File: src/rtl/hcg_pkg.sv
`default_nettype none
package hcg_pkg;

  localparam int LEGS           = 6;
  localparam int LEG_W          = 3;
  localparam int JOINT_W        = 3;
  localparam int JOINTS_PER_LEG = 6;
  localparam int JOINT_SLOTS    = 8;
  localparam int KINDS          = 3;
  localparam int COS_TABLE_BITS = 10;
  localparam int QR_W           = COS_TABLE_BITS - 2;
  localparam int QN             = 2 ** QR_W;
  localparam int ANG_W          = 16;
  localparam int POS_W          = 16;
  localparam int TIME_W         = 32;
  localparam int REGS           = 5;
  localparam int PADDR_W        = 5;
  localparam int APB_W          = 32;
  localparam int Q14_W          = 15;
  localparam int COS_W          = 16;
  localparam int LIM_W          = 6;
  localparam int AMP_W          = 7;
  localparam int NUM_W          = 22;
  localparam int P_W            = 20;
  localparam int RECIP_W        = 22;
  localparam int PROD_W         = P_W + RECIP_W;
  localparam int DIV_SHIFT      = 24;
  localparam int MID_SHIFT      = 14;
  localparam int ROUND_SHIFT    = 4;
  localparam int OUT_DATA_W     = 24;
  localparam int OUT_PAD_W      = OUT_DATA_W - (LEG_W + JOINT_W + POS_W);

  localparam logic [63:0] TURN_PER_MS = 64'd1467945251641000646;
  localparam logic [31:0] TURN_LO     = TURN_PER_MS[31:0];
  localparam logic [31:0] TURN_HI     = TURN_PER_MS[63:32];
  localparam logic [63:0] HALF_PI_Q30 = 64'd1686629713;
  localparam logic [63:0] ONE_Q30     = 64'd1 << 30;

  // floor(n / 80) = floor(floor(n / 16) / 5); bias keeps the divide-by-5 operand positive
  localparam logic signed [NUM_W-1:0] ROUND_HALF = NUM_W'(40);
  localparam logic signed [NUM_W-1:0] DIV_BIAS   = NUM_W'(5 * 2 ** 16);
  localparam logic [RECIP_W-1:0]      RECIP5     = RECIP_W'((2 ** DIV_SHIFT + 4) / 5);

  localparam logic [ANG_W-1:0] QTURN = 16'h4000;
  localparam logic [ANG_W-1:0] HTURN = 16'h8000;

  typedef logic [ANG_W-1:0] offs_t [REGS];

  typedef enum logic [2:0] {
    REG_OFF_RF = 3'd0,
    REG_OFF_LM = 3'd1,
    REG_OFF_RM = 3'd2,
    REG_OFF_LR = 3'd3,
    REG_OFF_RR = 3'd4
  } reg_idx_t;

  typedef struct packed {
    logic               valid;
    logic [ANG_W-1:0]   base;
    logic [LEG_W-1:0]   leg;
    logic [JOINT_W-1:0] joint;
    logic               last;
  } item_t;

  typedef struct packed {
    logic                    valid;
    logic [LEG_W-1:0]        leg;
    logic [JOINT_W-1:0]      joint;
    logic signed [POS_W-1:0] position;
    logic                    last;
  } result_t;

  localparam logic signed [LIM_W-1:0] UPPER_TENTHS [KINDS][JOINT_SLOTS] = '{
    '{ 6'sd2,  6'sd12, 6'sd4, 6'sd22, -6'sd10, 6'sd2, 6'sd0, 6'sd0 },
    '{ 6'sd0,  6'sd2,  6'sd4, 6'sd16, -6'sd12, 6'sd5, 6'sd0, 6'sd0 },
    '{ 6'sd2, -6'sd10, 6'sd0, 6'sd26, -6'sd8,  6'sd4, 6'sd0, 6'sd0 }
  };

  localparam logic signed [LIM_W-1:0] LOWER_TENTHS [KINDS][JOINT_SLOTS] = '{
    '{ -6'sd2,  6'sd8,  6'sd0, 6'sd14, -6'sd22, 6'sd2, 6'sd0, 6'sd0 },
    '{  6'sd0, -6'sd4,  6'sd0, 6'sd12, -6'sd16, 6'sd5, 6'sd0, 6'sd0 },
    '{ -6'sd6, -6'sd8, -6'sd6, 6'sd6,  -6'sd22, 6'sd2, 6'sd0, 6'sd0 }
  };

  localparam logic [ANG_W-1:0] JOINT_PHASE [KINDS][JOINT_SLOTS] = '{
    '{ 16'h0, 16'h0, QTURN, HTURN, 16'h0, 16'h0, 16'h0, 16'h0 },
    '{ 16'h0, 16'h0, QTURN, 16'h0, HTURN, 16'h0, 16'h0, 16'h0 },
    '{ 16'h0, 16'h0, HTURN, 16'h0, HTURN, 16'h0, 16'h0, 16'h0 }
  };

  function automatic logic [63:0] sat_one(logic [63:0] p);
    return (p >= ONE_Q30) ? 64'd0 : ONE_Q30 - p;
  endfunction

  function automatic logic [Q14_W-1:0] to_q14(logic [63:0] v);
    return Q14_W'((v + 64'd32768) >> 16);
  endfunction

  // Quarter-turn cosine or sine in Q1.14, Horner Taylor series in Q30
  function automatic logic [Q14_W-1:0] quarter_entry(int r, logic want_sin);
    logic [63:0] u30;
    logic [63:0] x30;
    logic [63:0] x2;
    logic [63:0] c;
    logic [63:0] s;
    u30 = 64'(r) << (32 - COS_TABLE_BITS);
    x30 = (u30 * HALF_PI_Q30) >> 30;
    x2  = (x30 * x30) >> 30;
    c = ONE_Q30;
    c = sat_one(((x2 * c) >> 30) / 90);
    c = sat_one(((x2 * c) >> 30) / 56);
    c = sat_one(((x2 * c) >> 30) / 30);
    c = sat_one(((x2 * c) >> 30) / 12);
    c = sat_one(((x2 * c) >> 30) / 2);
    s = ONE_Q30;
    s = sat_one(((x2 * s) >> 30) / 110);
    s = sat_one(((x2 * s) >> 30) / 72);
    s = sat_one(((x2 * s) >> 30) / 42);
    s = sat_one(((x2 * s) >> 30) / 20);
    s = sat_one(((x2 * s) >> 30) / 6);
    s = (x30 * s) >> 30;
    return want_sin ? to_q14(s) : to_q14(c);
  endfunction

endpackage
`default_nettype wire

File: src/rtl/hexapod_cosine_gait_generator_top.sv
`default_nettype none
// Cosine gait generator for a six-legged walker.
// Slave stream: one 32-bit time stamp in ms per control tick.
// Master stream: 36 joint setpoints per tick, joint by joint, legs lf, rf, lm, rm, lr, rr
//   within each joint; tlast marks the final setpoint of the tick.
// APB port: five 16-bit leg phase offsets (right front .. right rear) at 0x00..0x10,
//   in units of 2^-16 turn; write only while the block is idle.
// Path: input and product registers, sequencer, datapath stages A to E, output register.
// Throughput: one setpoint per cycle while m_tready is high; the sequencer walks the
//   36 leg/joint slots of a tick one by one. Up to two further time stamps queue
//   in the front stages while a tick is being expanded.
// Reset (rst, synchronous) clears all offsets to zero and empties every stage.
// While a setpoint waits with m_tready low, the sequencer and datapath hold in place;
//   nothing is dropped or repeated, and input accepts stop once the queue fills.
module hexapod_cosine_gait_generator_top (
  input  logic                           clk,
  input  logic                           rst,
  input  logic                           s_tvalid,
  output logic                           s_tready,
  input  logic [hcg_pkg::TIME_W-1:0]     s_tdata,   // [31:0] time_ms
  output logic                           m_tvalid,
  input  logic                           m_tready,
  output logic [hcg_pkg::OUT_DATA_W-1:0] m_tdata,   // [2:0] leg_index, [5:3] joint_index,
                                                    // [21:6] position, [23:22] zero
  output logic                           m_tlast,
  input  logic                           psel,
  input  logic                           penable,
  input  logic                           pwrite,
  input  logic [hcg_pkg::PADDR_W-1:0]    paddr,
  input  logic [hcg_pkg::APB_W-1:0]      pwdata,
  output logic [hcg_pkg::APB_W-1:0]      prdata,
  output logic                           pready
);
  import hcg_pkg::*;

  offs_t   offs;
  item_t   item;
  result_t result;
  logic    adv;

  assign pready = 1'b1;
  assign adv    = !result.valid || m_tready;

  hcg_regs u_regs (
    .clk     (clk),
    .rst     (rst),
    .psel    (psel),
    .penable (penable),
    .pwrite  (pwrite),
    .paddr   (paddr),
    .pwdata  (pwdata),
    .prdata  (prdata),
    .offs    (offs)
  );

  hcg_seq u_seq (
    .clk      (clk),
    .rst      (rst),
    .s_tvalid (s_tvalid),
    .s_tready (s_tready),
    .s_tdata  (s_tdata),
    .adv      (adv),
    .item     (item)
  );

  hcg_datapath u_dp (
    .clk    (clk),
    .rst    (rst),
    .adv    (adv),
    .item   (item),
    .offs   (offs),
    .result (result)
  );

  assign m_tvalid = result.valid;
  assign m_tlast  = result.last;
  assign m_tdata  = {{OUT_PAD_W{1'b0}}, result.position, result.joint, result.leg};

endmodule
`default_nettype wire

File: src/rtl/hcg_regs.sv
`default_nettype none
module hcg_regs (
  input  logic                        clk,
  input  logic                        rst,
  input  logic                        psel,
  input  logic                        penable,
  input  logic                        pwrite,
  input  logic [hcg_pkg::PADDR_W-1:0] paddr,
  input  logic [hcg_pkg::APB_W-1:0]   pwdata,
  output logic [hcg_pkg::APB_W-1:0]   prdata,
  output hcg_pkg::offs_t              offs
);
  import hcg_pkg::*;

  reg_idx_t idx;
  logic     wr;

  assign idx = reg_idx_t'(paddr[PADDR_W-1:2]);
  assign wr  = psel && penable && pwrite;

  always_ff @(posedge clk) begin
    if (rst) begin
      for (int i = 0; i < REGS; i++) begin
        offs[i] <= '0;
      end
    end else if (wr) begin
      case (idx)
        REG_OFF_RF: offs[REG_OFF_RF] <= pwdata[ANG_W-1:0];
        REG_OFF_LM: offs[REG_OFF_LM] <= pwdata[ANG_W-1:0];
        REG_OFF_RM: offs[REG_OFF_RM] <= pwdata[ANG_W-1:0];
        REG_OFF_LR: offs[REG_OFF_LR] <= pwdata[ANG_W-1:0];
        REG_OFF_RR: offs[REG_OFF_RR] <= pwdata[ANG_W-1:0];
        default: ;
      endcase
    end
  end

  always_comb begin
    prdata = '0;
    case (idx)
      REG_OFF_RF: prdata = APB_W'(offs[REG_OFF_RF]);
      REG_OFF_LM: prdata = APB_W'(offs[REG_OFF_LM]);
      REG_OFF_RM: prdata = APB_W'(offs[REG_OFF_RM]);
      REG_OFF_LR: prdata = APB_W'(offs[REG_OFF_LR]);
      REG_OFF_RR: prdata = APB_W'(offs[REG_OFF_RR]);
      default:    prdata = '0;
    endcase
  end

endmodule
`default_nettype wire

File: src/rtl/hcg_seq.sv
`default_nettype none
module hcg_seq (
  input  logic                       clk,
  input  logic                       rst,
  input  logic                       s_tvalid,
  output logic                       s_tready,
  input  logic [hcg_pkg::TIME_W-1:0] s_tdata,
  input  logic                       adv,
  output hcg_pkg::item_t             item
);
  import hcg_pkg::*;

  logic               t_valid;
  logic [TIME_W-1:0]  t_data;
  logic [63:0]        mul_lo;
  logic [63:0]        mul_hi;
  logic               p_valid;
  logic [31:0]        p_lo;
  logic [31:0]        p_hi;
  logic [31:0]        base_sum;
  logic               busy;
  logic [ANG_W-1:0]   base;
  logic [LEG_W-1:0]   leg;
  logic [JOINT_W-1:0] joint;
  logic               at_last;
  logic               emit;
  logic               load;
  logic               p_ready;

  assign mul_lo   = t_data * TURN_LO;
  assign mul_hi   = t_data * TURN_HI;
  assign base_sum = p_lo + p_hi;

  assign at_last  = (joint == JOINT_W'(JOINTS_PER_LEG - 1)) && (leg == LEG_W'(LEGS - 1));
  assign emit     = busy && adv;
  assign load     = p_valid && (!busy || (emit && at_last));
  assign p_ready  = !p_valid || load;
  assign s_tready = !t_valid || p_ready;

  assign item.valid = busy;
  assign item.base  = base;
  assign item.leg   = leg;
  assign item.joint = joint;
  assign item.last  = at_last;

  always_ff @(posedge clk) begin
    if (rst) begin
      t_valid <= 1'b0;
      p_valid <= 1'b0;
      busy    <= 1'b0;
      leg     <= '0;
      joint   <= '0;
    end else begin
      if (s_tready) begin
        t_valid <= s_tvalid;
      end
      if (p_ready) begin
        p_valid <= t_valid;
      end
      if (load) begin
        busy  <= 1'b1;
        leg   <= '0;
        joint <= '0;
      end else if (emit) begin
        if (at_last) begin
          busy <= 1'b0;
        end
        if (leg == LEG_W'(LEGS - 1)) begin
          leg   <= '0;
          joint <= joint + JOINT_W'(1);
        end else begin
          leg <= leg + LEG_W'(1);
        end
      end
    end
  end

  always_ff @(posedge clk) begin
    if (s_tready && s_tvalid) begin
      t_data <= s_tdata;
    end
    if (p_ready && t_valid) begin
      p_lo <= mul_lo[63:32];
      p_hi <= mul_hi[31:0];
    end
    if (load) begin
      base <= base_sum[31:16];
    end
  end

endmodule
`default_nettype wire

File: src/rtl/hcg_datapath.sv
`default_nettype none
module hcg_datapath (
  input  logic              clk,
  input  logic              rst,
  input  logic              adv,
  input  hcg_pkg::item_t    item,
  input  hcg_pkg::offs_t    offs,
  output hcg_pkg::result_t  result
);
  import hcg_pkg::*;

  typedef struct packed {
    logic [LEG_W-1:0]   leg;
    logic [JOINT_W-1:0] joint;
    logic               last;
  } tag_t;

  localparam logic [1:0] QUAD_I   = 2'd0;
  localparam logic [1:0] QUAD_II  = 2'd1;
  localparam logic [1:0] QUAD_III = 2'd2;
  localparam logic [1:0] QUAD_IV  = 2'd3;

  // stage A: angle
  logic               a_v;
  tag_t               a_tag;
  logic [ANG_W-1:0]   a_ang;
  logic [ANG_W-1:0]   off_sel;
  logic [1:0]         in_kind;

  // stage B: cosine and limits
  logic                    b_v;
  tag_t                    b_tag;
  logic signed [COS_W-1:0] b_cos;
  logic signed [AMP_W-1:0] b_dif;
  logic signed [AMP_W-1:0] b_sum;
  logic [COS_TABLE_BITS-1:0] idx;
  logic [1:0]              quad;
  logic [QR_W-1:0]         qr;
  logic [Q14_W-1:0]        cos_rom [QN];
  logic [Q14_W-1:0]        sin_rom [QN];
  logic signed [COS_W-1:0] cpos;
  logic signed [COS_W-1:0] spos;
  logic signed [COS_W-1:0] cos_sel;
  logic [1:0]              a_kind;
  logic signed [LIM_W-1:0] up;
  logic signed [LIM_W-1:0] lo;

  // stage C: numerator
  logic                    c_v;
  tag_t                    c_tag;
  logic signed [NUM_W-1:0] c_num;
  logic signed [NUM_W-1:0] dif_x;
  logic signed [NUM_W-1:0] cos_x;
  logic signed [NUM_W-1:0] sum_x;

  // stage D: biased quotient operand
  logic                    d_v;
  tag_t                    d_tag;
  logic [P_W-1:0]          d_p;
  logic signed [NUM_W-1:0] rnd;
  logic signed [NUM_W-1:0] biased;

  // stage E: reciprocal product
  logic                    e_v;
  tag_t                    e_tag;
  logic [PROD_W-1:0]       e_prod;

  for (genvar g = 0; g < QN; g++) begin : g_qrom
    localparam logic [Q14_W-1:0] COS_ENTRY = quarter_entry(g, 1'b0);
    localparam logic [Q14_W-1:0] SIN_ENTRY = quarter_entry(g, 1'b1);
    assign cos_rom[g] = COS_ENTRY;
    assign sin_rom[g] = SIN_ENTRY;
  end

  assign in_kind = item.leg[2:1];
  assign a_kind  = a_tag.leg[2:1];

  always_comb begin
    case (item.leg)
      LEG_W'(1): off_sel = offs[REG_OFF_RF];
      LEG_W'(2): off_sel = offs[REG_OFF_LM];
      LEG_W'(3): off_sel = offs[REG_OFF_RM];
      LEG_W'(4): off_sel = offs[REG_OFF_LR];
      LEG_W'(5): off_sel = offs[REG_OFF_RR];
      default:   off_sel = '0;
    endcase
  end

  assign idx  = a_ang[ANG_W-1 -: COS_TABLE_BITS];
  assign quad = idx[COS_TABLE_BITS-1 -: 2];
  assign qr   = idx[QR_W-1:0];
  assign cpos = signed'({1'b0, cos_rom[qr]});
  assign spos = signed'({1'b0, sin_rom[qr]});
  assign up   = UPPER_TENTHS[a_kind][a_tag.joint];
  assign lo   = LOWER_TENTHS[a_kind][a_tag.joint];

  always_comb begin
    case (quad)
      QUAD_I:   cos_sel = cpos;
      QUAD_II:  cos_sel = -spos;
      QUAD_III: cos_sel = -cpos;
      QUAD_IV:  cos_sel = spos;
      default:  cos_sel = cpos;
    endcase
  end

  assign dif_x = NUM_W'(b_dif);
  assign cos_x = NUM_W'(b_cos);
  assign sum_x = NUM_W'(b_sum);

  assign rnd    = (c_num + ROUND_HALF) >>> ROUND_SHIFT;
  assign biased = rnd + DIV_BIAS;

  always_ff @(posedge clk) begin
    if (rst) begin
      a_v        <= 1'b0;
      b_v        <= 1'b0;
      c_v        <= 1'b0;
      d_v        <= 1'b0;
      e_v        <= 1'b0;
      result.valid <= 1'b0;
    end else if (adv) begin
      a_v          <= item.valid;
      b_v          <= a_v;
      c_v          <= b_v;
      d_v          <= c_v;
      e_v          <= d_v;
      result.valid <= e_v;

      result.leg      <= e_tag.leg;
      result.joint    <= e_tag.joint;
      result.last     <= e_tag.last;
      result.position <= signed'(e_prod[DIV_SHIFT + POS_W - 1:DIV_SHIFT]);
    end
  end

  always_ff @(posedge clk) begin
    if (adv) begin
      a_tag <= '{leg: item.leg, joint: item.joint, last: item.last};
      a_ang <= item.base + JOINT_PHASE[in_kind][item.joint] + off_sel;

      b_tag <= a_tag;
      b_cos <= cos_sel;
      b_dif <= AMP_W'(up) - AMP_W'(lo);
      b_sum <= AMP_W'(up) + AMP_W'(lo);

      c_tag <= b_tag;
      c_num <= (dif_x * cos_x) + (sum_x <<< MID_SHIFT);

      d_tag <= c_tag;
      d_p   <= P_W'(biased);

      e_tag  <= d_tag;
      e_prod <= PROD_W'(d_p) * PROD_W'(RECIP5);
    end
  end

endmodule
`default_nettype wire

File: config.mk
export PLATFORM = sky130hd
export DESIGN_NAME = hexapod_cosine_gait_generator_top
export DESIGN_NICKNAME = d
export VERILOG_FILES = /design/src/rtl/hcg_pkg.sv /design/src/rtl/hexapod_cosine_gait_generator_top.sv /design/src/rtl/hcg_regs.sv /design/src/rtl/hcg_seq.sv /design/src/rtl/hcg_datapath.sv
export SDC_FILE = /design/constraint.sdc
export NUM_CORES = 2
export LEC_CHECK = 0
export ABC_AREA = 0
export BUFFER_PORTS_ARGS = -buffer_cell sky130_fd_sc_hd__buf_2
export CORE_MARGIN = 2
export CORE_UTILIZATION = 50
export CTS_CLUSTER_SIZE = 12
export DETAILED_ROUTE_END_ITERATION = 10
export HOLD_SLACK_MARGIN = 0.03
export PLACE_DENSITY = 0.66
export SKIP_CTS_REPAIR_TIMING = 1
export SYNTH_ARGS = -nofsm -noshare
export SYNTH_HDL_FRONTEND = slang
export SYNTH_HIERARCHICAL = 1
export SYNTH_SLANG_ARGS = --single-unit
File: constraint.sdc
create_clock -name clk -period 31.8 [get_ports clk]
set_input_delay 6.36 -clock clk [delete_from_list [all_inputs] [get_ports clk]]
set_output_delay 6.36 -clock clk [all_outputs]
set_load 0.03 [all_outputs]
==> run_results.csv <==
group,metric,value,unit
worst_setup_path,critPathMaxStageDelay,1.02,ns
grt,grt.overflow.total,0,
die,num_rows,122,
route,vias_per_cell,5.908,
die,die_h,337.2,um
run,drv_cap,0,
sta,rsz0062_at_grt,"no",
route,maxUsedRoutingLayer,"met5",
clocking,path_clk_slew,0.06,ns
worst_setup_path,crit_buf_inv,2,
route,ant_nets,0,
worst_setup_path,end_kind,"output pin",
worst_setup_path,path_class,"in -> out",
route,met1_length,71610,um
grt,grt_max_degree,125,
final_layout,layout-drive-gt1-share,0.05972,
die,chipWidth,337.2,um
clocking,clk_latency,0.64,ns
grt,grt_util_all_layers,0.3137,
place,gp_congestion,1.067,
route,drt_iter0_drc,3555,
worst_setup_path,cp_cell_sequence,"buf_2, nand2b_4, a21boi_0, nand3_1, buf_2",
worst_setup_path,cpMaxStageDelayCell,"a21boi_0",
final_layout,nFillCells,9985,
logic_synthesis,yosys_warnings,6,
sta,slew_violations,0,
clocking,tritoncts,"done",
hold_path,hold_class,"reg -> reg",
route,wl_per_cell,24.63,um
worst_setup_path,critPathRequiredTime,25.44,ns
final_layout,syn2layout_area_growth,5.616,%
logic_synthesis,postSynthAreaPerCell,9.817,um^2
sta,finalSetupViolCount,0,
logic_synthesis,synthFlopType,"edfxtp_1",
sta,post-route-period-util,0.4686,
die,initial_core_util,0.5029,
logic_synthesis,syn_inst,5653,
worst_setup_path,critical-path-top-delay-family,"compound AO/OA/AOI/OAI gates",
die,core_area,110400,um^2
grt,grt_pass1_vias,43185,
logic_synthesis,ys_ff_latch,357,
clocking,htreeDepth,2,
sta,timing.fmax,0.06710,GHz
worst_setup_path,arrival,8.54,ns
sta,min_period,14.90,ns
status,status,"finished, final reports clean",
logic_synthesis,synth-async-reset-ratio,0,
logic_synthesis,synth-seq-area-share,0.1760,
sta,finalClockSkew,0.05197,ns
grt,antenna_found_initial,4,
clocking,cts_buffers,42,
sta,worst_slew_pin_slew,1.301,ns
final_layout,nets,7250,
route,vias,42445,
route,routed_wl,177000,um
route,drc,0,
clocking,cts_buffer_depth,3,
clocking,numClockSinks,357,
die,io_pins,136,
place,io_buffers,98,
logic_synthesis,synth.distinct_cells,110,
worst_setup_path,crit_top_cell,"buf_2",
sta,finalHoldViolCount,0,
clocking,cts-root-buf,"clkbuf_16",
logic_synthesis,syn_area,55500,um^2
route,wl_met3,12250,um
worst_setup_path,worst-path-max-fanout,49,
final_layout,layout_commonest_cell,"inv_1",
sta,slew_headroom,0.1307,
final_layout,final_cell_mix,"1,026 x inv_1, 844 x ha_1, 671 x fa_1",
grt,grt_pass1_wl,266700,um
die,die_area,113700,um^2
worst_setup_path,critPathLaunchType,"input pin",
logic_synthesis,synth-edff-count,262,
place,hpwl,140700,um
route,dr_wl_met2,82490,um
route,first_pass_iters,6,
sta,fin_tns_setup,0,ns
## layer usage
metal / vias to the layer above / track usage
met3: 485 / 0.05386
li1: 19216 / -
met2: 1688 / 0.5139
met1: 21054 / 0.3995
met4: 2 / 0.1600
met5: - / 0
## cells in the mapped netlist (all sizes together), types with 26 or more instances
| cell | n | area, um^2 |
|---|---|---|
| mux2 | 26 | 292.8 |
| ha | 844 | 10560 |
| nand2 | 242 | 908.4 |
| a311oi | 34 | 297.8 |
| a21oi | 231 | 1156 |
| and2 | 87 | 545.5 |
| nand2b | 187 | 1170 |
| edfxtp | 262 | 7868 |
| nand3 | 80 | 417.9 |
| dfxtp | 95 | 1902 |
| a31oi | 43 | 269.0 |
| a21o | 77 | 579.3 |
| xor2 | 74 | 648.1 |
| o311ai | 35 | 306.5 |
| o31ai | 28 | 215.2 |
| a211oi | 62 | 470.5 |
| nor2 | 221 | 839.6 |
| inv | 1028 | 3859 |
| buf | 138 | 889.6 |
| clkbuf | 97 | 364.1 |
| a22oi | 35 | 262.8 |
| nor3 | 79 | 395.4 |
| and3 | 29 | 186.4 |
| o22ai | 45 | 287.8 |
| xnor2 | 125 | 1095 |
| nor2b | 62 | 390.4 |
| fa | 671 | 13430 |
| o21ai | 159 | 799.5 |
| mux2i | 134 | 1341 |
| o211ai | 38 | 285.3 |
| o21a | 33 | 247.7 |
## cell type report
type	instances	area [um^2]	area share
tap	1488	1862	0.03176
inverter	1028	3859	0.06583
multi-input combinational	4060	40760	0.6953
sequential	357	9771	0.1667
clock buffer	58	1154	0.01968
antenna	3	7.507	0.0001281
timing repair buffer	170	1044	0.01780
clock inverter	20	162.7	0.002775
## kinds of logic (layout without fill, tap and decap cells)
family          after synthesis  count (layout)  synth area share
xor+xnor                    199             199           0.03141
other cells                   5              35         0.0003382
compound gates             1040            1040            0.1304
simple gates               1099            1099            0.1020
mux                         174             174           0.03513
flops                       357             357            0.1760
buf+inv                    1263            1276           0.09212
fa+ha+maj                  1516            1516            0.4325
## final timing paths
kind	depth (start not counted)	slack (ns)	from	end
worst max-delay path	5	16.90	m_tready	s_tready
worst min-delay path	0	0.41	u_dp/e_prod[35]	u_dp/result[12]
worst max register to register	21	23.49	u_seq/t_data[0]	u_seq/p_lo[18]
worst min register to register	0	0.41	u_dp/e_prod[35]	u_dp/result[12]
## flip-flops by register name, summed over array words and instances, names as in the netlist, 2 cells and up
signal and flops:
u_dp/a_ang 10, u_dp/e_prod 16, u_dp/b_dif 6, u_seq/leg 3
u_dp/e_tag 7, u_regs/offs 80, u_dp/b_cos 16, u_dp/a_kind 2
u_dp/a_tag 5, u_seq/t_data 32, u_dp/d_tag 7, u_dp/d_p 19
u_seq/joint 3, u_dp/b_tag 7, u_dp/c_tag 7, u_dp/result 24
u_dp/c_num 19, u_seq/base 16, u_seq/p_hi 32, u_dp/b_sum 6
u_seq/p_lo 32
## through the flow
step / cells / util / hold WS, ns / setup WS (ns) / instance area, um^2
6_report: 7184 / 0.5311 / 0.4136 / 16.90 / 58610
5_1_grt: 7181 / 0.5310 / 0.4239 / 16.68 / 58610
4_1_cts: 7181 / 0.5310 / 0.4167 / 16.90 / 58610
3_5_place_dp: 7103 / 0.5191 / 0.4054 / 16.90 / 57290
3_3_place_gp: 7103 / 0.5191 / 0.4010 / 16.98 / 57290
2_1_floorplan: 5680 / - / 0.4003 / 14.45 / 55600
## worst register-to-register path: stages (launching register included)
cell and delay [ns]:
edfxtp_1 0.36, buf_4 0.27, ha_1 0.82, ha_1 0.39, fa_1 0.65, fa_1 0.49, fa_1 0.52, fa_1 0.43
fa_1 0.50, inv_1 0.05, fa_1 0.50, inv_1 0.09, ha_1 0.40, nand2_1 0.06, or4_1 0.40, o22ai_1 0.16
o21a_1 0.34, nand2_1 0.12, o21ai_0 0.61, a21oi_1 0.21, o21ai_0 0.24, xor2_1 0.41
Power is not shown: default switching activity piles up to over one toggle a cycle in this logic, so the estimate is an artifact.
